$ cat config.mk
export PLATFORM = sky130hd
export DESIGN_NAME = csv_line_field_splitter
export DESIGN_NICKNAME = d
export VERILOG_FILES = /design/src/csvls_pkg.sv /design/src/csvls_front.sv /design/src/csvls_queue.sv /design/src/csvls_back.sv /design/src/csv_line_field_splitter.sv
export SDC_FILE = /design/constraint.sdc
export NUM_CORES = 1
export LEC_CHECK = 0
export BUFFER_PORTS_ARGS = -buffer_cell sky130_fd_sc_hd__buf_2
export CORE_MARGIN = 8
export CORE_UTILIZATION = 55
export CTS_BUF_LIST = sky130_fd_sc_hd__clkbuf_8
export DETAILED_ROUTE_END_ITERATION = 8
export PLACE_DENSITY = 0.84
export SKIP_CTS_REPAIR_TIMING = 1
export SYNTH_ARGS = -nofsm -noshare
export SYNTH_HDL_FRONTEND = slang
export SYNTH_HIERARCHICAL = 1
export SYNTH_SLANG_ARGS = --single-unit
$ cat constraint.sdc
create_clock -name i_clk -period 10.2 [get_ports i_clk]
set_input_delay 0.51 -clock i_clk [delete_from_list [all_inputs] [get_ports i_clk]]
set_output_delay 0.51 -clock i_clk [all_outputs]
set_load 0.05 [all_outputs]
$ cat src/csvls_pkg.sv
// shared types and constants of the csv line field splitter
// no dependencies
`default_nettype none

package csvls_pkg;

    // field limit and derived saturation point of the field counter
    localparam int MAX_FIELDS  = 64;
    localparam int IDX_W       = 6;
    localparam int FIELD_TOP_I = ((MAX_FIELDS - 1) < 63) ? (MAX_FIELDS - 1) : 63;
    localparam logic [IDX_W-1:0] FIELD_TOP = IDX_W'(FIELD_TOP_I);

    // queue between parser and output sequencer
    localparam int QUEUE_DEPTH = 4;
    localparam int QPTR_W      = $clog2(QUEUE_DEPTH);

    // result kinds
    localparam logic [1:0] KIND_CHAR   = 2'd0;
    localparam logic [1:0] KIND_END    = 2'd1;
    localparam logic [1:0] KIND_REJECT = 2'd2;

    // register map, index taken from paddr[2]
    localparam int          PADDR_W   = 3;
    localparam logic        REG_DELIM = 1'b0;
    localparam logic        REG_QUOTE = 1'b1;
    localparam logic [7:0]  DELIM_RST = 8'd44;
    localparam logic [7:0]  QUOTE_RST = 8'd34;

    typedef struct packed {
        logic [1:0]       kind;
        logic [7:0]       value;
        logic [IDX_W-1:0] field_index;
        logic             run_last;
        logic             line_done;
    } t_result;

    // one queue entry: the results of one character, one or two
    typedef struct packed {
        logic    two;
        t_result first;
        t_result second;
    } t_entry;

    // queue status seen by parser and output sequencer
    typedef struct packed {
        logic not_empty;
        logic not_full;
    } t_qstat;

endpackage

`default_nettype wire

$ cat src/csvls_front.sv
// parser front end: quote and delimiter classification, field counting
// depends on csvls_pkg
`default_nettype none

module csvls_front (
    input  wire                    i_clk,
    input  wire                    i_rst_n,
    input  wire                    i_accept,
    input  wire  [7:0]             i_ch,
    input  wire                    i_line_end,
    input  wire  [7:0]             i_delim,
    input  wire  [7:0]             i_quote,
    output logic                   o_push,
    output csvls_pkg::t_entry      o_entry
);
    import csvls_pkg::*;

    typedef enum logic [1:0] {
        MODE_PLAIN   = 2'd0,
        MODE_QUOTED  = 2'd1,
        MODE_CLOSED  = 2'd2,
        MODE_DISCARD = 2'd3
    } t_mode;

    t_mode            r_mode, n_mode, mode_after;
    logic [IDX_W-1:0] r_cnt, n_cnt, cnt_after;
    logic             is_quote, is_delim;
    logic             s_put, s_end, s_rej, e_put;
    logic [1:0]       s_kind;
    t_result          s_res, e_res;

    assign is_quote = (i_ch == i_quote);
    assign is_delim = (i_ch == i_delim);

    // per-character mode step
    always_comb begin
        s_put      = 1'b0;
        s_end      = 1'b0;
        s_rej      = 1'b0;
        s_kind     = KIND_CHAR;
        mode_after = r_mode;
        unique case (r_mode)
            MODE_PLAIN: begin
                if (is_quote) begin
                    mode_after = MODE_QUOTED;
                end else if (is_delim) begin
                    s_put  = 1'b1;
                    s_end  = 1'b1;
                    s_kind = KIND_END;
                end else begin
                    s_put = 1'b1;
                end
            end
            MODE_QUOTED: begin
                if (is_quote) begin
                    mode_after = MODE_CLOSED;
                end else begin
                    s_put = 1'b1;
                end
            end
            MODE_CLOSED: begin
                s_put = 1'b1;
                if (is_quote) begin
                    mode_after = MODE_QUOTED;
                end else if (is_delim) begin
                    s_end      = 1'b1;
                    s_kind     = KIND_END;
                    mode_after = MODE_PLAIN;
                end else begin
                    s_rej      = 1'b1;
                    s_kind     = KIND_REJECT;
                    mode_after = MODE_DISCARD;
                end
            end
            MODE_DISCARD: begin
                mode_after = MODE_DISCARD;
            end
            default: begin
                mode_after = MODE_PLAIN;
            end
        endcase
    end

    // field counter after a delimiter, saturating
    assign cnt_after = (s_end && (r_cnt < FIELD_TOP)) ? r_cnt + 1'b1 : r_cnt;

    // line end closes the open field unless the line is being discarded
    assign e_put = i_line_end && (mode_after != MODE_DISCARD);

    // assemble the one or two results of this character
    always_comb begin
        s_res.kind        = s_kind;
        s_res.value       = (s_kind == KIND_CHAR) ? i_ch : 8'd0;
        s_res.field_index = r_cnt;
        s_res.run_last    = !e_put;
        s_res.line_done   = !e_put && (i_line_end || s_rej);

        e_res.kind        = KIND_END;
        e_res.value       = 8'd0;
        e_res.field_index = cnt_after;
        e_res.run_last    = 1'b1;
        e_res.line_done   = 1'b1;

        o_entry.two    = s_put && e_put;
        o_entry.first  = s_put ? s_res : e_res;
        o_entry.second = e_res;
        o_push         = i_accept && (s_put || e_put);
    end

    // next state, back to field zero at line end
    always_comb begin
        n_mode = r_mode;
        n_cnt  = r_cnt;
        if (i_accept) begin
            if (i_line_end) begin
                n_mode = MODE_PLAIN;
                n_cnt  = '0;
            end else begin
                n_mode = mode_after;
                n_cnt  = cnt_after;
            end
        end
    end

    always_ff @(posedge i_clk) begin
        if (!i_rst_n) begin
            r_mode <= MODE_PLAIN;
            r_cnt  <= '0;
        end else begin
            r_mode <= n_mode;
            r_cnt  <= n_cnt;
        end
    end

endmodule

`default_nettype wire

$ cat src/csvls_queue.sv
// short entry queue between parser and output sequencer
// depends on csvls_pkg
`default_nettype none

module csvls_queue (
    input  wire                    i_clk,
    input  wire                    i_rst_n,
    input  wire                    i_push,
    input  csvls_pkg::t_entry      i_entry,
    input  wire                    i_pop,
    output csvls_pkg::t_entry      o_entry,
    output csvls_pkg::t_qstat      o_stat
);
    import csvls_pkg::*;

    t_entry            r_mem [QUEUE_DEPTH];
    logic [QPTR_W-1:0] r_wr, r_rd;
    logic [QPTR_W:0]   r_count;
    logic              wr_en, rd_en;

    assign o_stat.not_empty = (r_count != '0);
    assign o_stat.not_full  = (r_count != (QPTR_W+1)'(QUEUE_DEPTH));
    assign wr_en = i_push && o_stat.not_full;
    assign rd_en = i_pop && o_stat.not_empty;
    assign o_entry = r_mem[r_rd];

    // pointers and fill count
    always_ff @(posedge i_clk) begin
        if (!i_rst_n) begin
            r_wr    <= '0;
            r_rd    <= '0;
            r_count <= '0;
        end else begin
            if (wr_en) r_wr <= r_wr + 1'b1;
            if (rd_en) r_rd <= r_rd + 1'b1;
            case ({wr_en, rd_en})
                2'b10:   r_count <= r_count + 1'b1;
                2'b01:   r_count <= r_count - 1'b1;
                default: r_count <= r_count;
            endcase
        end
    end

    // entry storage
    always_ff @(posedge i_clk) begin
        if (wr_en) r_mem[r_wr] <= i_entry;
    end

endmodule

`default_nettype wire

$ cat src/csvls_back.sv
// output sequencer: plays out each queued entry one word per cycle while the output is ready
// depends on csvls_pkg
`default_nettype none

module csvls_back (
    input  wire                    i_clk,
    input  wire                    i_rst_n,
    input  csvls_pkg::t_entry      i_entry,
    input  csvls_pkg::t_qstat      i_stat,
    output logic                   o_pop,
    output logic                   o_valid,
    input  wire                    i_ready,
    output csvls_pkg::t_result     o_res
);
    import csvls_pkg::*;

    t_entry r_ent;
    logic   r_valid, r_half;
    logic   take, ent_done;

    assign take     = r_valid && i_ready;
    assign ent_done = take && (!r_ent.two || r_half);
    assign o_pop    = i_stat.not_empty && (!r_valid || ent_done);

    assign o_valid = r_valid;
    assign o_res   = r_half ? r_ent.second : r_ent.first;

    // output word control
    always_ff @(posedge i_clk) begin
        if (!i_rst_n) begin
            r_valid <= 1'b0;
            r_half  <= 1'b0;
        end else begin
            if (o_pop) begin
                r_valid <= 1'b1;
                r_half  <= 1'b0;
            end else if (ent_done) begin
                r_valid <= 1'b0;
                r_half  <= 1'b0;
            end else if (take) begin
                r_half  <= 1'b1;
            end
        end
    end

    // held entry
    always_ff @(posedge i_clk) begin
        if (o_pop) r_ent <= i_entry;
    end

endmodule

`default_nettype wire

$ cat src/csv_line_field_splitter.sv
// Splits a CSV line, one character per input word, into field characters,
// field-end marks and line-reject marks. A character is accepted every cycle
// while the four-entry queue between the parser and the output sequencer has
// room; each result is its own output word, so a character that gives two
// results (its own result plus the field end on the line's last character)
// holds the output longer and the queue absorbs the difference. A result is
// registered in the queue and then in the output sequencer before it appears
// on the output. Delimiter and quote bytes sit at APB addresses 0 and 4.
// depends on csvls_pkg, csvls_front, csvls_queue, csvls_back
`default_nettype none

module csv_line_field_splitter (
    input  wire                            i_clk,
    input  wire                            i_rst_n,
    // apb configuration port
    input  wire                            psel,
    input  wire                            penable,
    input  wire                            pwrite,
    input  wire  [csvls_pkg::PADDR_W-1:0]  paddr,
    input  wire  [31:0]                    pwdata,
    output logic [31:0]                    prdata,
    output logic                           pready,
    // character input
    input  wire                            i_valid,
    output logic                           o_ready,
    input  wire  [7:0]                     i_ch,
    input  wire                            i_line_end,
    // result output
    output logic                           o_valid,
    input  wire                            i_ready,
    output logic [1:0]                     o_kind,
    output logic [7:0]                     o_value,
    output logic [csvls_pkg::IDX_W-1:0]    o_field_index,
    output logic                           o_run_last,
    output logic                           o_line_done
);
    import csvls_pkg::*;

    logic [7:0] r_delim, r_quote;
    logic       cfg_wr, in_accept, push, pop;
    t_entry     push_entry, head_entry;
    t_qstat     qstat;
    t_result    res;

    // configuration registers
    assign pready = 1'b1;
    assign cfg_wr = psel && penable && pwrite;

    always_ff @(posedge i_clk) begin
        if (!i_rst_n) begin
            r_delim <= DELIM_RST;
            r_quote <= QUOTE_RST;
        end else if (cfg_wr) begin
            unique case (paddr[2])
                REG_DELIM: r_delim <= pwdata[7:0];
                REG_QUOTE: r_quote <= pwdata[7:0];
                default:   r_delim <= r_delim;
            endcase
        end
    end

    // register readback
    always_comb begin
        unique case (paddr[2])
            REG_DELIM: prdata = {24'd0, r_delim};
            REG_QUOTE: prdata = {24'd0, r_quote};
            default:   prdata = 32'd0;
        endcase
    end

    // input word handshake
    assign o_ready   = qstat.not_full;
    assign in_accept = i_valid && o_ready;

    csvls_front u_front (
        .i_clk      (i_clk),
        .i_rst_n    (i_rst_n),
        .i_accept   (in_accept),
        .i_ch       (i_ch),
        .i_line_end (i_line_end),
        .i_delim    (r_delim),
        .i_quote    (r_quote),
        .o_push     (push),
        .o_entry    (push_entry)
    );

    csvls_queue u_queue (
        .i_clk   (i_clk),
        .i_rst_n (i_rst_n),
        .i_push  (push),
        .i_entry (push_entry),
        .i_pop   (pop),
        .o_entry (head_entry),
        .o_stat  (qstat)
    );

    csvls_back u_back (
        .i_clk   (i_clk),
        .i_rst_n (i_rst_n),
        .i_entry (head_entry),
        .i_stat  (qstat),
        .o_pop   (pop),
        .o_valid (o_valid),
        .i_ready (i_ready),
        .o_res   (res)
    );

    // result word fields
    assign o_kind        = res.kind;
    assign o_value       = res.value;
    assign o_field_index = res.field_index;
    assign o_run_last    = res.run_last;
    assign o_line_done   = res.line_done;

endmodule

`default_nettype wire

==> flow_summary.toml <==
[synthesis]
syn_inst = 556
synth_edf_count = 185
synth.distinct_cells = 55
ys_seq_area_share_pct = 66.6
synthArstFlopShare_pct = 0
synth_top_area_share_pct = 59.1
synth_commonest_cells = "edfxtp_1 (185), buf_4 (37), dfxtp_1 (35)"
yosys_most_used_dff = "edfxtp_1"
ys_ff_latch = 220
yosysMostFrequentCell = "edfxtp_1"
synth_area_um2 = 9400
netlist_top_cells_area = "edfxtp_1 (59%), dfxtp_1 (7.5%), mux4_2 (7.2%)"
yosys.area.top_type = "edfxtp_1"
synth_area_per_cell_um2 = 16.9
yosys_warnings = 6

[power_and_ir_drop]
powerDensity_nw_per_um2 = 256
pwr-share-comb_pct = 25.6
netSwitchingPower_w = 0.000799
clkPwrFrac_pct = 27.1
sequentialPowerShare_pct = 47.3
power_w = 0.00264
p_leak_nw = 3.71
power_switching_share_pct = 30.3
p_int_w = 0.00184
ir_drop_mv = 0.126

[drt]
via_count = 4654
drtAntennaViolNets = 0
drtIter0Drc = 358
viasPerCell = 5.37
dr.pass1.iters = 4
drt_wl_total_um = 15900
drc_errors = 0
wl_per_cell_um = 18.4

[critical_path]
path_class = "reg -> reg"
worstPathArrival_ps = 3730
endpoint_kind = "flop"
cp_max_fo = 16
start_kind = "flop"
crit_required_ps = 10610

[floorplanning]
fp-row-count = 47
die_w_um = 147
start_util_pct = 56.5
fp.dieArea_um2 = 21500
die-height_um = 147
io_pins = 104
core-area_um2 = 16600

[global_route]
grt_pass1_vias = 5003
antenna_found_initial = 0
grt_usage_pct = 14.6
grt_pass1_wl_um = 25300
grt_max_degree = 49
overflow = 0

[clocking]
cts_max_level = 2
numCtsBuffers = 35
root_buffer = "clkbuf_8"
tritoncts = "done"
clk_latency_ps = 490
ctsLongestPathBuffers = 3
clk_pin_slew_worst_paths_ps = 70
cts.sinks = 220

[timing]
setup_violations = 0
drv_slew = 0
fmax_mhz = 301
timing.final.crit_period_ps = 3330
fin_skew_ps = 19.4
max_slew_margin_pct = 50.0
finalCritPeriodShare_pct = 32.6
setup_tns_ps = 0
rsz0062_at_grt = "false"
worst_pin_slew_ps = 751
fin_ws_ps = 6870
hold_viol = 0

[job]
maxCapViolCount = 0

[min_path]
min_path_type = "in -> reg"

[final_layout]
regArea_um2 = 6260
multi_input_area_um2 = 2730
drive_gt1_share_pct = 26.4
antenna_cells = 0
nNetsFinal = 679
syn_to_final_growth_pct = 9.69
final_area_um2 = 10300
num-fill-cells = 1148

[run_status]
run_status = "finished, final reports clean"

[placed_design]
io_buffers = 52
gp_congestion = 0.781
dp_hpwl_um = 10000
dpl_cell_area_um2 = 9620
pre_cts_slack_ps = 6540
[logic make-up (layout without fill, tap and decap cells)]
family	count (synthesis)	after routing	share of synthesized area [%]
compound gates	31	31	2.40
xor+xnor	25	25	2.33
fa+ha+maj	7	7	1.01
buf+inv	75	133	5.73
flops	220	220	66.6
mux	83	83	14.8
other cells	4	37	0.160
simple gates	111	111	7.02
[layer usage]
metal / GRT usage, % / vias to the layer above / routed length, um
li1: - / 2160 / -
met1: 16.8 / 2338 / 6550
met2: 26.3 / 135 / 8270
met3: 3.32 / 21 / 853
met4: 4.59 / 0 / 242
met5: 0 / - / 0
[critical path, stage by stage (launching register included)]
cell      delay, ps
dfxtp_1         340
xor2_1          140
nor4_1          370
nand2_1         380
nor3_1          240
a211oi_1        110
a21boi_2        240
inv_1            80
ha_1            170
inv_1            70
fa_1            430
xor2_1          160
or3_1           310
a21boi_0        200
[sequential cells by signal, indices dropped and copies added, names as in the netlist, named ones only]
register and count:
u_front/r_mode 2, u_back/o_valid 1, r_quote 8, u_queue/r_wr 2, r_delim 8, u_back/r_ent 37, u_queue/r_count 3, u_back/r_half 1
u_queue/r_rd 2, u_queue/r_mem 148, u_front/r_cnt 6
[metrics by stage]
step | std cells | util, % | hold WS [ps]
6_report | 867 | 61.9 | 278
3_3_place_gp | 804 | 57.8 | 467
4_1_cts | 867 | 61.9 | 256
3_5_place_dp | 804 | 57.8 | 485
2_1_floorplan | 589 | - | 456
5_1_grt | 867 | 61.9 | 284
[power groups by stage]
| stage | clock network (W) | registers (W) | logic [W] |
|---|---|---|---|
| floorplan | 0 | 0.00126 | 0.000576 |
| global placement | 0 | 0.00125 | 0.000676 |
| detailed placement | 0 | 0.00127 | 0.000689 |
| CTS | 0.000729 | 0.00125 | 0.000690 |
| global route | 0.000769 | 0.00126 | 0.000723 |
| finish | 0.000715 | 0.00125 | 0.000677 |
[worst paths after layout]
| kind | startpoint | end | slack (ps) | cells after the start |
|---|---|---|---|---|
| setup / recovery | r_quote[1] | u_queue/r_count[2] | 6870 | 13 |
| hold reg to reg | r_delim[1] | r_delim[1] | 490 | 2 |
| hold / removal | pwdata[1] | r_delim[1] | 280 | 3 |
| setup reg to reg | r_quote[1] | u_queue/r_count[2] | 6870 | 13 |
[placed cells by master, fill, tap and decap left out, drive strengths merged, types with 6 or more instances in the layout]
cell    netlist  layout
edfxtp      185     185
a21oi         6       6
conb          4      37
mux4         37      37
xnor2         8       8
dfxtp        35      35
nor2b        21      21
xor2         17      17
a21boi        6       6
mux2         27      27
clkbuf       12      39
clkinv        0      13
inv          10      19
and3          6       6
nand2        34      34
and2          9       9
buf          53      60
nor2          8       8
ha            6       6
mux2i        19      19
[area by class of cell]
type	count	area share, %
inverter	10	0.364
clock buffer	39	5.21
multi-input combinational	294	26.5
clock inverter	24	1.42
sequential	220	60.7
tap	220	2.67
timing repair buffer	60	3.11
(Power assumes the default switching activity.)
